### src/rtl/core/ptqg_pkg.sv
// ----------------------------------------------------------------------------
// ptqg_pkg
// shared constants, types and helpers of the partial torus quad generator
// ----------------------------------------------------------------------------
package ptqg_pkg;

  localparam int INDEX_BITS_DEF    = 10;
  localparam int CORDIC_STAGES_DEF = 16;

  localparam int CFG_W     = 17;
  localparam int CFG_IDX_W = 3;
  localparam int RAD_W     = 16;
  localparam int SPAN_W    = 17;
  localparam int ANG_W     = 16;
  localparam int TRIG_W    = 16;
  localparam int POS_W     = 18;
  localparam int CX_W      = 34;
  localparam int CZ_W      = 33;

  localparam logic [CFG_IDX_W-1:0] REG_MINOR  = 3'd0;
  localparam logic [CFG_IDX_W-1:0] REG_MAJOR  = 3'd1;
  localparam logic [CFG_IDX_W-1:0] REG_SIDES  = 3'd2;
  localparam logic [CFG_IDX_W-1:0] REG_RINGS  = 3'd3;
  localparam logic [CFG_IDX_W-1:0] REG_SPAN   = 3'd4;
  localparam logic [CFG_IDX_W-1:0] REG_OFFSET = 3'd5;

  localparam logic [1:0] TAG_TH0 = 2'd0;
  localparam logic [1:0] TAG_TH1 = 2'd1;
  localparam logic [1:0] TAG_PH0 = 2'd2;
  localparam logic [1:0] TAG_PH1 = 2'd3;

  localparam logic [31:0] CORDIC_X0 = 32'h26DD3B6A;

  localparam logic signed [63:0] UNIT    = 64'sd16384;
  localparam logic signed [63:0] NUNIT   = -64'sd16384;
  localparam logic signed [63:0] POS_MAX = 64'sd131071;
  localparam logic signed [63:0] POS_MIN = -64'sd131072;

  typedef struct packed {
    logic       valid;
    logic [1:0] tag;
    logic [1:0] quad;
  } ctl_t;

  function automatic logic [31:0] atan_turn(input int k);
    logic [31:0] a;
    case (k)
      0:  a = 32'h20000000;
      1:  a = 32'h12E4051D;
      2:  a = 32'h09FB385B;
      3:  a = 32'h051111D4;
      4:  a = 32'h028B0D43;
      5:  a = 32'h0145D7E1;
      6:  a = 32'h00A2F61E;
      7:  a = 32'h00517C55;
      8:  a = 32'h0028BE53;
      9:  a = 32'h00145F2E;
      10: a = 32'h000A2F98;
      11: a = 32'h000517CC;
      12: a = 32'h00028BE6;
      13: a = 32'h000145F3;
      14: a = 32'h0000A2F9;
      15: a = 32'h0000517C;
      16: a = 32'h000028BE;
      17: a = 32'h0000145F;
      18: a = 32'h00000A2F;
      19: a = 32'h00000517;
      20: a = 32'h0000028B;
      21: a = 32'h00000145;
      22: a = 32'h000000A2;
      23: a = 32'h00000051;
      default: a = 32'h00000000;
    endcase
    return a;
  endfunction

  // round half up by a right shift, then clamp
  function automatic logic signed [63:0] sat_round(input logic signed [63:0] v,
                                                   input int sh,
                                                   input logic signed [63:0] lo,
                                                   input logic signed [63:0] hi);
    logic signed [63:0] t;
    t = (v + (64'sd1 <<< (sh - 1))) >>> sh;
    if (t < lo) begin
      t = lo;
    end else if (t > hi) begin
      t = hi;
    end
    return t;
  endfunction

endpackage

### src/rtl/core/ptqg_cordic_cell.sv
// ----------------------------------------------------------------------------
// ptqg_cordic_cell
// one rotation-mode cordic iteration with a fixed shift
// ----------------------------------------------------------------------------
module ptqg_cordic_cell #(
  parameter int SHIFT = 0
) (
  input  logic                                 clk,
  input  logic                                 rst_n,
  input  ptqg_pkg::ctl_t                       ctl_i,
  input  logic signed [ptqg_pkg::CX_W-1:0]     x_i,
  input  logic signed [ptqg_pkg::CX_W-1:0]     y_i,
  input  logic signed [ptqg_pkg::CZ_W-1:0]     z_i,
  output ptqg_pkg::ctl_t                       ctl_o,
  output logic signed [ptqg_pkg::CX_W-1:0]     x_o,
  output logic signed [ptqg_pkg::CX_W-1:0]     y_o,
  output logic signed [ptqg_pkg::CZ_W-1:0]     z_o
);

  ptqg_pkg::ctl_t                       ctl_r;
  logic signed [ptqg_pkg::CX_W-1:0]     x_r, x_nxt;
  logic signed [ptqg_pkg::CX_W-1:0]     y_r, y_nxt;
  logic signed [ptqg_pkg::CZ_W-1:0]     z_r, z_nxt;
  logic signed [ptqg_pkg::CX_W-1:0]     dx, dy;
  logic signed [ptqg_pkg::CZ_W-1:0]     at;

  always_comb begin
    dx = y_i >>> SHIFT;
    dy = x_i >>> SHIFT;
    at = $signed({{(ptqg_pkg::CZ_W-32){1'b0}}, ptqg_pkg::atan_turn(SHIFT)});
    if (!z_i[ptqg_pkg::CZ_W-1]) begin
      x_nxt = x_i - dx;
      y_nxt = y_i + dy;
      z_nxt = z_i - at;
    end else begin
      x_nxt = x_i + dx;
      y_nxt = y_i - dy;
      z_nxt = z_i + at;
    end
  end

  always_ff @(posedge clk) begin
    if (!rst_n) begin
      ctl_r <= '0;
    end else begin
      ctl_r <= ctl_i;
    end
  end

  always_ff @(posedge clk) begin
    x_r <= x_nxt;
    y_r <= y_nxt;
    z_r <= z_nxt;
  end

  assign ctl_o = ctl_r;
  assign x_o   = x_r;
  assign y_o   = y_r;
  assign z_o   = z_r;

endmodule

### config.mk
export PLATFORM = sky130hd
export DESIGN_NAME = ptqg_cordic_cell
export DESIGN_NICKNAME = d
export VERILOG_FILES = /design/src/rtl/core/ptqg_pkg.sv /design/src/rtl/core/ptqg_cordic_cell.sv
export SDC_FILE = /design/constraint.sdc
export NUM_CORES = 1
export LEC_CHECK = 0
export BUFFER_PORTS_ARGS = -buffer_cell sky130_fd_sc_hd__buf_2
export CAP_MARGIN = 25
export CORE_UTILIZATION = 45
export DETAILED_ROUTE_END_ITERATION = 16
export PLACE_DENSITY = 0.7
export SYNTH_ARGS = -nofsm -noshare
export SYNTH_HDL_FRONTEND = slang
export SYNTH_SLANG_ARGS = --single-unit
export TNS_END_PERCENT = 1
### constraint.sdc
create_clock -name clk -period 5.2 [get_ports clk]
set_input_delay 1.3 -clock clk [delete_from_list [all_inputs] [get_ports clk]]
set_output_delay 1.3 -clock clk [all_outputs]
set_load 0.01 [all_outputs]
==> impl_metrics.ini <==
[setup_path]
setup.worst_path.start = x_i[13]
end_kind = flip-flop
crit_arrival_ns = 4.49
cp_max_fo = 13
critPathKind = input port to flip-flop
critPathCapture = y_o[26]
start_kind = input port
critPathRequiredTime_ns = 5.48

[clock_network]
cts_buffer_depth = 2
cts_hold_buf = 0
clockRootBuffer = clkbuf_16
ctsResizeCount = 0
htreeDepth = 3
cts_buffers = 9
cts_tree = done
cts_setup_buffers = 0
clock_sinks = 105
cts.clk_slew.worst_paths_ns = 0.07

[layout]
areaGrowthSynthToFinish_pct = 17.7
num-nets-final = 1426
fin_cells = 1445
drive_gt1_frac = 0.223
n_antenna_cell = 0
post-route-util = 0.539

[global_route]
grt_antenna_before_repair = 0
grt.overflow.total = 0
grt_pass1_vias = 7617
track_usage = 0.266
grt_pass1_wl_mm = 38.8
grt_max_degree = 69

[logic_synthesis]
synthTopCellsByArea = dfxtp_1 (26%), ha_1 (16%), a21oi_1 (7.6%), xnor2_1 (6.0%), inv_1 (4.1%)
synth-seq-cells = 105
yosysWarningCount = 0
syn_nets = 1242
synth-edff-count = 0
synth_top_area_share = 0.256
synth.most_common_cell = a21oi_1
ys_seq_area_frac = 0.256
synth_commonest_cells = a21oi_1 (125), dfxtp_1 (105), ha_1 (102), inv_1 (89), nor2_1 (86)
avgSynthCellArea_um2 = 8.00
synth_cell_types = 74
syn-instance-count = 1028
syn_area_um2 = 8220
ys.flop_type = dfxtp_1
async_reset_ff_frac = 0
synth.largest_area_cell = dfxtp_1

[timing]
fin_tns_setup_ns = 0
timing.final.ws_setup_ns = 0.985
finalHoldViolations = 0
rsz0062_at_grt = false
tightest_slew_ns = 0.747
finalSetupViolCount = 0
period_minus_slack_ns = 4.22
fin_crit_sh = 0.811
fmax_mhz = 237
relSlewSlack = 0.502
final_max_slew_viol_count = 0

[power]
power.density_nw_per_um2 = 280
seq_power_share = 0.362
p_leak_nw = 4.69
combPwrFrac = 0.390
power_switching_w = 0.00102
ir_worst_vdd_mv = 0.251
p_sw_frac = 0.376
internal_power_w = 0.00169
clock_power_share = 0.248

[place]
pre_cts_ws_ns = 0.731
dp_hpwl_mm = 20.3
portBuffers = 213
place.gp.congestion = 0.932
dp.cells = 1430

[floorplan]
die_y_um = 137
num_rows = 49
initial_core_util = 0.458
core_area_um2 = 18000
die-area_um2 = 18800
ios = 214
die_x_um = 137

[detailed_routing]
vias_per_cell = 5.66
wl_per_cell_um = 17.7
drt-pass1-iter-count = 6
vias = 8178
antenna_left = 0
drtIter0Drc = 778
drt-total-wl_mm = 25.6
route.detailed.drc = 0

[flow_run]
drv_cap = 0

[outcome]
status = finished clean

[min_path]
min_path_type = input port to flip-flop
## flip-flops by register name, indices dropped and copies added (netlist names)
register and flops:
z_o 33, y_o 33, ctl_o 5, x_o 34
## metrics by stage
stage	cell area [um^2]	hold slack (ns)	power, W
finish	9680	1.04	0.00271
global route	9680	1.04	0.00287
CTS	9680	1.03	0.00271
detailed placement	9400	1.40	0.00204
global placement	9400	1.40	0.00204
floorplan	8220	1.33	0.00167
## worst min path at each step
stage / start / endpoint / slack [ns] / cells past startpoint
detailed placement: z_i[9] / z_o[9] / 1.40 / 1
CTS: z_i[12] / z_o[12] / 1.03 / 1
floorplan: z_i[0] / z_o[0] / 1.33 / 0
global placement: z_i[3] / z_o[3] / 1.40 / 1
global route: z_i[14] / z_o[14] / 1.04 / 1
finish: z_i[16] / z_o[16] / 1.04 / 1
## layout make-up
class                      count  area (um^2)
fill                        1754         8290
sequential                   105         2100
clock buffer                   9          225
tap                          229          287
timing repair buffer         218         1100
inverter                     104          403
multi-input combinational    774         5510
clock inverter                 6         51.3
## power groups by stage
stage	clock, W	combinational [W]	sequential (W)
finish	0.000672	0.00106	0.000982
global placement	0	0.00104	0.00100
floorplan	0	0.000590	0.00108
CTS	0.000679	0.00105	0.000984
detailed placement	0	0.00104	0.00100
global route	0.000712	0.00116	0.000998
## worst max-delay path, cell delays in order
cell and delay, ns:
buf_2 0.10, inv_1 0.04, ha_1 0.55, clkinv_1 0.36, nor3_1 0.40, nand3_1 0.24
or3_1 0.45, a31oi_1 0.26, o22a_1 0.31, a211oi_1 0.11, mux2i_1 0.23, xnor2_1 0.15
## cells in the final DEF, fill, tap and decap left out, types with 11 or more instances in the layout
cell,instances
xnor2_1,56
o211ai_1,11
o21bai_1,20
a21oi_1,125
nand3_1,21
inv_2,11
nand2_1,54
mux2i_1,18
nor3_1,14
o21ai_0,53
a31oi_1,11
inv_1,89
o31ai_1,13
nor2_1,86
a21o_1,26
dfxtp_1,105
nor2b_1,14
buf_2,213
ha_1,102
o21a_1,12
## per-layer routing
layer / vias to the layer above / wire length (um) / GRT usage
li1: 3951 / - / -
met1: 3751 / 10900 / 0.345
met2: 424 / 11800 / 0.450
met3: 52 / 2190 / 0.0364
met4: 0 / 667 / 0.0940
met5: - / 0 / 0
## cell families (layout without fill, tap and decap cells)
logic type,count (synthesis),after routing,synth area share
XOR/XNOR,65,65,0.0692
buffers and inverters,149,337,0.0750
adder cells (fa/ha/maj),106,106,0.165
AND/OR/NAND/NOR,241,241,0.141
AO/OA/AOI/OAI,344,344,0.273
flip-flops,105,105,0.256
multiplexers,18,18,0.0219
(Power assumes the default switching activity.)
