[config.mk]
export PLATFORM = sky130hd
export DESIGN_NAME = ptqg_div_cell
export DESIGN_NICKNAME = d
export VERILOG_FILES = /design/src/rtl/core/ptqg_pkg.sv /design/src/rtl/core/ptqg_div_cell.sv
export SDC_FILE = /design/constraint.sdc
export NUM_CORES = 1
export LEC_CHECK = 0
export ABC_AREA = 1
export BUFFER_PORTS_ARGS = -buffer_cell sky130_fd_sc_hd__buf_4
export CELL_PAD_IN_SITES_DETAIL_PLACEMENT = 1
export CELL_PAD_IN_SITES_GLOBAL_PLACEMENT = 2
export CORE_MARGIN = 5
export CORE_UTILIZATION = 24
export DETAILED_ROUTE_END_ITERATION = 12
export GPL_TIMING_DRIVEN = 0
export PLACE_DENSITY = 0.84
export SETUP_SLACK_MARGIN = 0.15
export SYNTH_ARGS = -nofsm -noshare
export SYNTH_HDL_FRONTEND = slang
export SYNTH_SLANG_ARGS = --single-unit
export TNS_END_PERCENT = 20
[constraint.sdc]
create_clock -name clk -period 4.4 [get_ports clk]
set_input_delay 0.66 -clock clk [delete_from_list [all_inputs] [get_ports clk]]
set_output_delay 0.66 -clock clk [all_outputs]
set_load 0.1 [all_outputs]
[src/rtl/core/ptqg_pkg.sv]
// ----------------------------------------------------------------------------
// ptqg_pkg
// shared constants, types and helpers of the partial torus quad generator
// ----------------------------------------------------------------------------
package ptqg_pkg;

  localparam int INDEX_BITS_DEF    = 10;
  localparam int CORDIC_STAGES_DEF = 16;

  localparam int CFG_W     = 17;
  localparam int CFG_IDX_W = 3;
  localparam int RAD_W     = 16;
  localparam int SPAN_W    = 17;
  localparam int ANG_W     = 16;
  localparam int TRIG_W    = 16;
  localparam int POS_W     = 18;
  localparam int CX_W      = 34;
  localparam int CZ_W      = 33;

  localparam logic [CFG_IDX_W-1:0] REG_MINOR  = 3'd0;
  localparam logic [CFG_IDX_W-1:0] REG_MAJOR  = 3'd1;
  localparam logic [CFG_IDX_W-1:0] REG_SIDES  = 3'd2;
  localparam logic [CFG_IDX_W-1:0] REG_RINGS  = 3'd3;
  localparam logic [CFG_IDX_W-1:0] REG_SPAN   = 3'd4;
  localparam logic [CFG_IDX_W-1:0] REG_OFFSET = 3'd5;

  localparam logic [1:0] TAG_TH0 = 2'd0;
  localparam logic [1:0] TAG_TH1 = 2'd1;
  localparam logic [1:0] TAG_PH0 = 2'd2;
  localparam logic [1:0] TAG_PH1 = 2'd3;

  localparam logic [31:0] CORDIC_X0 = 32'h26DD3B6A;

  localparam logic signed [63:0] UNIT    = 64'sd16384;
  localparam logic signed [63:0] NUNIT   = -64'sd16384;
  localparam logic signed [63:0] POS_MAX = 64'sd131071;
  localparam logic signed [63:0] POS_MIN = -64'sd131072;

  typedef struct packed {
    logic       valid;
    logic [1:0] tag;
    logic [1:0] quad;
  } ctl_t;

  function automatic logic [31:0] atan_turn(input int k);
    logic [31:0] a;
    case (k)
      0:  a = 32'h20000000;
      1:  a = 32'h12E4051D;
      2:  a = 32'h09FB385B;
      3:  a = 32'h051111D4;
      4:  a = 32'h028B0D43;
      5:  a = 32'h0145D7E1;
      6:  a = 32'h00A2F61E;
      7:  a = 32'h00517C55;
      8:  a = 32'h0028BE53;
      9:  a = 32'h00145F2E;
      10: a = 32'h000A2F98;
      11: a = 32'h000517CC;
      12: a = 32'h00028BE6;
      13: a = 32'h000145F3;
      14: a = 32'h0000A2F9;
      15: a = 32'h0000517C;
      16: a = 32'h000028BE;
      17: a = 32'h0000145F;
      18: a = 32'h00000A2F;
      19: a = 32'h00000517;
      20: a = 32'h0000028B;
      21: a = 32'h00000145;
      22: a = 32'h000000A2;
      23: a = 32'h00000051;
      default: a = 32'h00000000;
    endcase
    return a;
  endfunction

  // round half up by a right shift, then clamp
  function automatic logic signed [63:0] sat_round(input logic signed [63:0] v,
                                                   input int sh,
                                                   input logic signed [63:0] lo,
                                                   input logic signed [63:0] hi);
    logic signed [63:0] t;
    t = (v + (64'sd1 <<< (sh - 1))) >>> sh;
    if (t < lo) begin
      t = lo;
    end else if (t > hi) begin
      t = hi;
    end
    return t;
  endfunction

endpackage

[src/rtl/core/ptqg_div_cell.sv]
// ----------------------------------------------------------------------------
// ptqg_div_cell
// one restoring division step: one quotient bit per cell
// ----------------------------------------------------------------------------
module ptqg_div_cell #(
  parameter int IDX_W = ptqg_pkg::INDEX_BITS_DEF,
  parameter int DVD_W = ptqg_pkg::INDEX_BITS_DEF + 17
) (
  input  logic                            clk,
  input  logic                            rst_n,
  input  ptqg_pkg::ctl_t                  ctl_i,
  input  logic [DVD_W-1:0]                dvd_i,
  input  logic [IDX_W-1:0]                dvs_i,
  input  logic [IDX_W-1:0]                rem_i,
  input  logic [ptqg_pkg::ANG_W-1:0]      quo_i,
  output ptqg_pkg::ctl_t                  ctl_o,
  output logic [DVD_W-1:0]                dvd_o,
  output logic [IDX_W-1:0]                dvs_o,
  output logic [IDX_W-1:0]                rem_o,
  output logic [ptqg_pkg::ANG_W-1:0]      quo_o
);

  ptqg_pkg::ctl_t                 ctl_r;
  logic [DVD_W-1:0]               dvd_r, dvd_nxt;
  logic [IDX_W-1:0]               dvs_r;
  logic [IDX_W-1:0]               rem_r, rem_nxt;
  logic [ptqg_pkg::ANG_W-1:0]     quo_r, quo_nxt;
  logic [IDX_W:0]                 trial;
  logic [IDX_W:0]                 diff;
  logic                           ge;

  always_comb begin
    trial   = {rem_i, dvd_i[DVD_W-1]};
    diff    = trial - {1'b0, dvs_i};
    ge      = (trial >= {1'b0, dvs_i});
    rem_nxt = ge ? diff[IDX_W-1:0] : trial[IDX_W-1:0];
    dvd_nxt = {dvd_i[DVD_W-2:0], 1'b0};
    quo_nxt = {quo_i[ptqg_pkg::ANG_W-2:0], ge};
  end

  always_ff @(posedge clk) begin
    if (!rst_n) begin
      ctl_r <= '0;
    end else begin
      ctl_r <= ctl_i;
    end
  end

  always_ff @(posedge clk) begin
    dvd_r <= dvd_nxt;
    dvs_r <= dvs_i;
    rem_r <= rem_nxt;
    quo_r <= quo_nxt;
  end

  assign ctl_o = ctl_r;
  assign dvd_o = dvd_r;
  assign dvs_o = dvs_r;
  assign rem_o = rem_r;
  assign quo_o = quo_r;

endmodule

==> impl_metrics.yaml, run 1 <==
setup_path:
  cpMaxStageDelayCell: "ha_1"
  cp_max_fo: 9
  end_kind: "flip-flop"
  worstPathRequired_ns: 4.67
  critPathBufInv: 4
  crit_arrival_ns: 2.08
  critPathMaxStageDelay_ns: 0.35
  path_common_cell: "nand2_1"
  crit_type: "in -> reg"
  cp_top_family: "simple AND/OR/NAND/NOR gates"
  worstSetupStartpointType: "input pin"
  path_cells: "buf_4, inv_1, ha_1, nand2_1, inv_1, a21oi_2, nand2_2, nand2_2, nand2_4, inv_2, nand2_1, nand2_1"
timing:
  hold_ws_ns: 0.4186
  fin_crit_sh: 0.4111
  setup_viol: 0
  final_max_slew_viol_count: 0
  hold_viol: 0
  fin_setup_tns_ns: 0
  grt_setup_unrepaired: "false"
  fin_crit_ns: 1.809
  clock.fmax_mhz: 552.9
detailed_routing:
  drtIter0Drc: 47
  routed_wl_um: 6916
  routed_via_density: 3.987
  drc: 0
  drtPass1Iterations: 4
  dr_total_vias: 1894
  antenna_left: 0
  avgRoutedWirePerCell_um: 14.56
power_and_ir_drop:
  p_comb_frac: 0.316
  switching_power_w: 0.0007007
  power_frac_seq: 0.366
  vdd_drop_max_uv: 146.5
  p_clk_frac: 0.318
  power_density_nw_per_um2: 514.5
  power.leakage_nw: 1.878
  total_power_w: 0.001813
  p_sw_frac: 0.3864
  p_int_w: 0.001113
global_routing:
  grt-ovfl-total: 0
  antenna_found_initial: 0
  grt_pass1_wl_um: 10930
  grt_pass1_vias: 2073
  grt_max_degree: 14
  grt_usage: 0.1277
place:
  port_buffers: 135
  dpl.hpwl_um: 5614
  detailed_place.area_um2: 3302
  place_congestion: 0.7665
logic_synthesis:
  synthCells: 216
  ys_types: 26
  yosys-top-cells-area: "dfxtp_1 62%, nand2_1 9.9%, ha_1 5.8%, inv_1 5.6%, nand2_2 2.6%"
  ys_seq_area_frac: 0.6229
  netlist_area_um2: 2153
  synth_seq_cells: 67
  synthFlopType: "dfxtp_1"
  synth-edff-count: 0
  synth_nets: 297
  async_reset_ff_frac: 0
  synth.avg_cell_area_um2: 9.969
  ys.warnings.count: 0
  yosysTopAreaCellShare: 0.6229
  synth_top_area_cell: "dfxtp_1"
cts:
  root_buffer: "clkbuf_8"
  clock-sinks: 67
  cts.clk_slew.worst_paths_ns: 0.08
  cts-htree-levels: 3
  clockBufferDepth: 2
  cts_resized: 0
  holdBufCountCts: 0
  cts_tree: "yes"
  numCtsBuffers: 9
  post_cts_buffers: 0
floorplanning:
  ios: 138
  start_util: 0.2469
  coreArea_um2: 8721
  num_rows: 34
  fp.dieH_um: 104.7
  die_x_um: 104.7
  die-area_um2: 10970
status:
  status: "completed"
layout:
  antenna_cells: 0
  finalInstanceArea_um2: 3525
  final_nets: 443
  drive_above_1_share: 0.4714
  final_util: 0.4042
  area_growth_pct: 63.68
min_path:
  min_from: "quo_i[6]"
  whs_path_depth: 1
  hold_path_class: "in -> reg"
  hold_end: "quo_o[7]"
flow_run:
  drv_cap: 0
power by group through the flow:
| stage | sequential (W) | combinational, W | clock (W) |
|---|---|---|---|
| 4_1_cts | 0.000666 | 0.000578 | 0.000602 |
| 5_1_grt | 0.000670 | 0.000599 | 0.000630 |
| 3_3_place_gp | 0.000679 | 0.000573 | 0 |
| 3_5_place_dp | 0.000679 | 0.000577 | 0 |
| 2_1_floorplan | 0.00101 | 0.0000971 | 0 |
| 6_report | 0.000664 | 0.000572 | 0.000577 |
state kept, by name, summed over array words and instances, names as in the netlist:
name,flops
ctl_o,5
dvd_o,26
rem_o,10
dvs_o,10
quo_o,16
logic make-up after synthesis:
logic type | Yosys count | synth area share
XOR/XNOR | 3 | 0.01220
AO/OA/AOI/OAI | 7 | 0.01918
AND/OR/NAND/NOR | 92 | 0.2063
flip-flops | 67 | 0.6229
adder cells (fa/ha/maj) | 11 | 0.06740
other | 1 | 0.001742
buffers and inverters | 35 | 0.07031
how the worst max path moves through the flow:
stage	from	endpoint	slack [ns]	cells past startpoint
floorplan	dvs_i[5]	rem_o[9]	2.49	11
global placement	dvs_i[6]	rem_o[9]	2.25	12
detailed placement	dvs_i[2]	rem_o[9]	2.22	12
CTS	dvs_i[2]	rem_o[5]	2.58	12
global route	dvs_i[5]	rem_o[5]	2.45	12
finish	dvs_i[5]	rem_o[5]	2.59	12
area by class of cell:
class / count / area, um2
clock buffer: 9 / 123.9
timing repair buffer: 135 / 1013
tap: 108 / 135.1
sequential: 67 / 1341
clock inverter: 7 / 98.84
buffer: 2 / 27.53
inverter: 33 / 123.9
multi-input combinational: 114 / 660.6
fill: 1021 / 5196
stage by stage:
stage,cells,setup slack (ns)
after global placement,459,2.253
after CTS,475,2.580
after detailed placement,459,2.218
after floorplan,216,2.490
final,475,2.591
after global routing,475,2.449
per-layer routing:
| metal | routed length, um | part of all wire | global-route usage | up-vias |
|---|---|---|---|---|
| met5 | 0 | 0 | 0 | - |
| met4 | 75 | 0.011 | 0.03836 | 0 |
| met3 | 595 | 0.086 | 0.05240 | 5 |
| met2 | 3358 | 0.49 | 0.2172 | 98 |
| met1 | 2886 | 0.42 | 0.1467 | 847 |
| li1 | - | - | - | 944 |
cells in the final DEF (no fill, tap or decap), types with 2 or more instances in the layout:
cell       count
buf_4        136
nand3_1        8
bufinv_16      2
nand3_2        4
xor2_1         3
a21oi_1        4
clkbuf_8       9
nor2_1         5
dfxtp_1       67
ha_1          10
inv_6          2
inv_1         32
nor2_2         2
nand2_2        9
nand2_1       57
cell usage after synthesis, types with 2 or more instances:
cell type and instances:
nor2_1 5, nand3_2 4, nand3_1 8, nor2_2 2
a21oi_1 4, xor2_1 3, nand2_1 57, ha_1 10
nand2_2 9, inv_1 32, dfxtp_1 67
Power figures use the tool's default switching activity.
==> run 2: changes to the inputs <==
--- a/config.mk
+++ b/config.mk
@@ -10,10 +10,10 @@
 export CELL_PAD_IN_SITES_DETAIL_PLACEMENT = 1
 export CELL_PAD_IN_SITES_GLOBAL_PLACEMENT = 2
 export CORE_MARGIN = 5
-export CORE_UTILIZATION = 24
+export CORE_UTILIZATION = 22
 export DETAILED_ROUTE_END_ITERATION = 12
 export GPL_TIMING_DRIVEN = 0
-export PLACE_DENSITY = 0.84
+export PLACE_DENSITY = 0.78
 export SETUP_SLACK_MARGIN = 0.15
 export SYNTH_ARGS = -nofsm -noshare
 export SYNTH_HDL_FRONTEND = slang
==> constraint.sdc (replaced) <==
create_clock -name clk -period 1.8 [get_ports clk]
set_input_delay 0.27 -clock clk [delete_from_list [all_inputs] [get_ports clk]]
set_output_delay 0.27 -clock clk [all_outputs]
set_load 0.1 [all_outputs]
==> run 2 against run 1 <==
Against the previous run: critical path depth did not move; worst hold slack worse by 0.39 ns; sequential power up 140%; global-route usage is 1.5 points lower; combinational power grew 140%; largest cell class unchanged; non-clock buffer count is 2 higher; die area rose by 8.2%; clock power rose by 140%; core utilization down 3.3 points; wire length about the same; total power grew 140%; clock-buffer cell count increased by 3.
==> impl_metrics.yaml, run 2 (synthesis results as in run 1) <==
detailed_routing:
  antenna_left: 0
  drc: 0
  routed_wl_um: 6922
  routed_via_density: 3.759
  dr_total_vias: 1887
  drtPass1Iterations: 4
  drtIter0Drc: 31
  avgRoutedWirePerCell_um: 13.79
cts:
  numCtsBuffers: 9
  root_buffer: "clkbuf_8"
  cts-htree-levels: 3
  clock-sinks: 67
  cts_tree: "yes"
  post_cts_buffers: 0
  cts.clk_slew.worst_paths_ns: 0.07
  clockBufferDepth: 2
setup_path:
  cp_max_fo: 3
  end_kind: "flip-flop"
  worstPathRequired_ns: 2.08
  worstSetupStartpointType: "input pin"
  crit_arrival_ns: 1.68
  crit_type: "in -> reg"
min_path:
  hold_end: "quo_o[6]"
  min_from: "quo_i[5]"
  hold_path_class: "in -> reg"
  whs_path_depth: 1
layout:
  fin_cells: 502
  finalInstanceArea_um2: 3581
  drive_above_1_share: 0.4661
  final_nets: 445
  final_cell_mix: "136 x buf_4, 67 x dfxtp_1, 57 x nand2_1, 32 x inv_1, 11 x clkbuf_8"
  antenna_cells: 0
  final.fill_count: 1160
  area_growth_pct: 66.30
  largest_register_ffs: 26
  final_common_cell: "buf_4"
place:
  dp_slack_ns: 0.02679
  place_congestion: 0.6960
  detailed_place.area_um2: 3333
  dpl.hpwl_um: 5667
  placedCellCount: 484
  port_buffers: 135
floorplanning:
  num_rows: 36
  start_util: 0.2234
  coreArea_um2: 9639
  ios: 138
  die_x_um: 108.9
  fp.dieH_um: 108.9
  die-area_um2: 11870
global_routing:
  antenna_found_initial: 0
  grt-ovfl-total: 0
  grt_usage: 0.1124
  grt_pass1_wl_um: 9701
  grt_max_degree: 12
  grt_pass1_vias: 1913
timing:
  fin_crit_sh: 0.7809
  hold_viol: 0
  fin_crit_ns: 1.406
  grt_setup_unrepaired: "false"
  hold_ws_ns: 0.03174
  finalWorstSetupSlack_ns: 0.3944
  setup_viol: 0
  final_max_slew_viol_count: 0
  clock.fmax_mhz: 711.4
  fin_setup_tns_ns: 0
power_and_ir_drop:
  vdd_drop_max_uv: 381.2
  power_density_nw_per_um2: 1239
  power.leakage_nw: 1.889
status:
  status: "completed"
flow_run:
  drv_cap: 0
-- run 2: changes by cell type in the layout (fill, tap and decap cells not counted) --
cell,change
clkbuf_8,+2
dlygate4sd3_1,+2
inv_6,-2
clkbuf_1,+1
clkinv_4,-1
-- run 2: worst max-delay path by stage --
stage | startpoint | end | slack (ns) | cells past startpoint
after detailed placement | dvs_i[5] | rem_o[7] | 0.03 | 12
after global placement | dvs_i[5] | rem_o[9] | 0.04 | 12
after floorplan | dvs_i[5] | rem_o[9] | 0.28 | 11
after global routing | dvs_i[5] | rem_o[9] | 0.21 | 12
after CTS | dvd_i[26] | rem_o[6] | 0.38 | 12
final | dvd_i[26] | rem_o[6] | 0.39 | 12
-- run 2: power by group --
part	switching [W]	leakage (nW)	total, W	internal [W]
combinational	0.00106	1.21	0.00140	0.000340
clock	0.000559	0.113	0.00141	0.000854
sequential	0.0000295	0.565	0.00162	0.00159
-- run 2: per-stage QoR --
| step | total power, W | utilization |
|---|---|---|
| final | 0.004438 | 0.3715 |
| after global routing | 0.004638 | 0.3715 |
| after CTS | 0.004515 | 0.3694 |
| after detailed placement | 0.003073 | 0.3458 |
| after global placement | 0.003061 | 0.3458 |
| after floorplan | 0.002703 | - |
-- run 2: critical path: stages --
cell	delay, ns
buf_4	0.11
inv_1	0.06
ha_1	0.14
inv_1	0.08
fa_1	0.42
nand2_1	0.09
nand2_1	0.12
nand3_1	0.12
nand2_1	0.06
nand2_1	0.07
nand3_2	0.08
nand2_1	0.06
-- run 2: layer usage --
| metal | global-route usage | wire (um) | vias to the layer above |
|---|---|---|---|
| met3 | 0.06217 | 1038 | 9 |
| met5 | 0 | 0 | - |
| met4 | 0.05140 | 131 | 0 |
| met2 | 0.1925 | 3278 | 101 |
| li1 | - | - | 946 |
| met1 | 0.1105 | 2473 | 831 |
-- run 2: what timing repair did --
| action | in CTS | in global routing |
|---|---|---|
| hold buffers | 0 | 2 |
| endpoints found under the hold margin | 0 | 2 |
| gates resized for setup | 0 | 0 |
-- run 2: final cells by class --
| type | count | area [um2] | share of cell area |
|---|---|---|---|
| multi-input cells | 114 | 660.6 | 0.1845 |
| plain buffers | 2 | 27.53 | 0.007687 |
| repair buffers | 137 | 1033 | 0.2886 |
| well taps | 133 | 166.4 | 0.04647 |
| clock inverters | 4 | 72.57 | 0.02027 |
| inverters | 33 | 123.9 | 0.03459 |
| clock buffers | 12 | 155.1 | 0.04333 |
| flip-flops and latches | 67 | 1341 | 0.3746 |
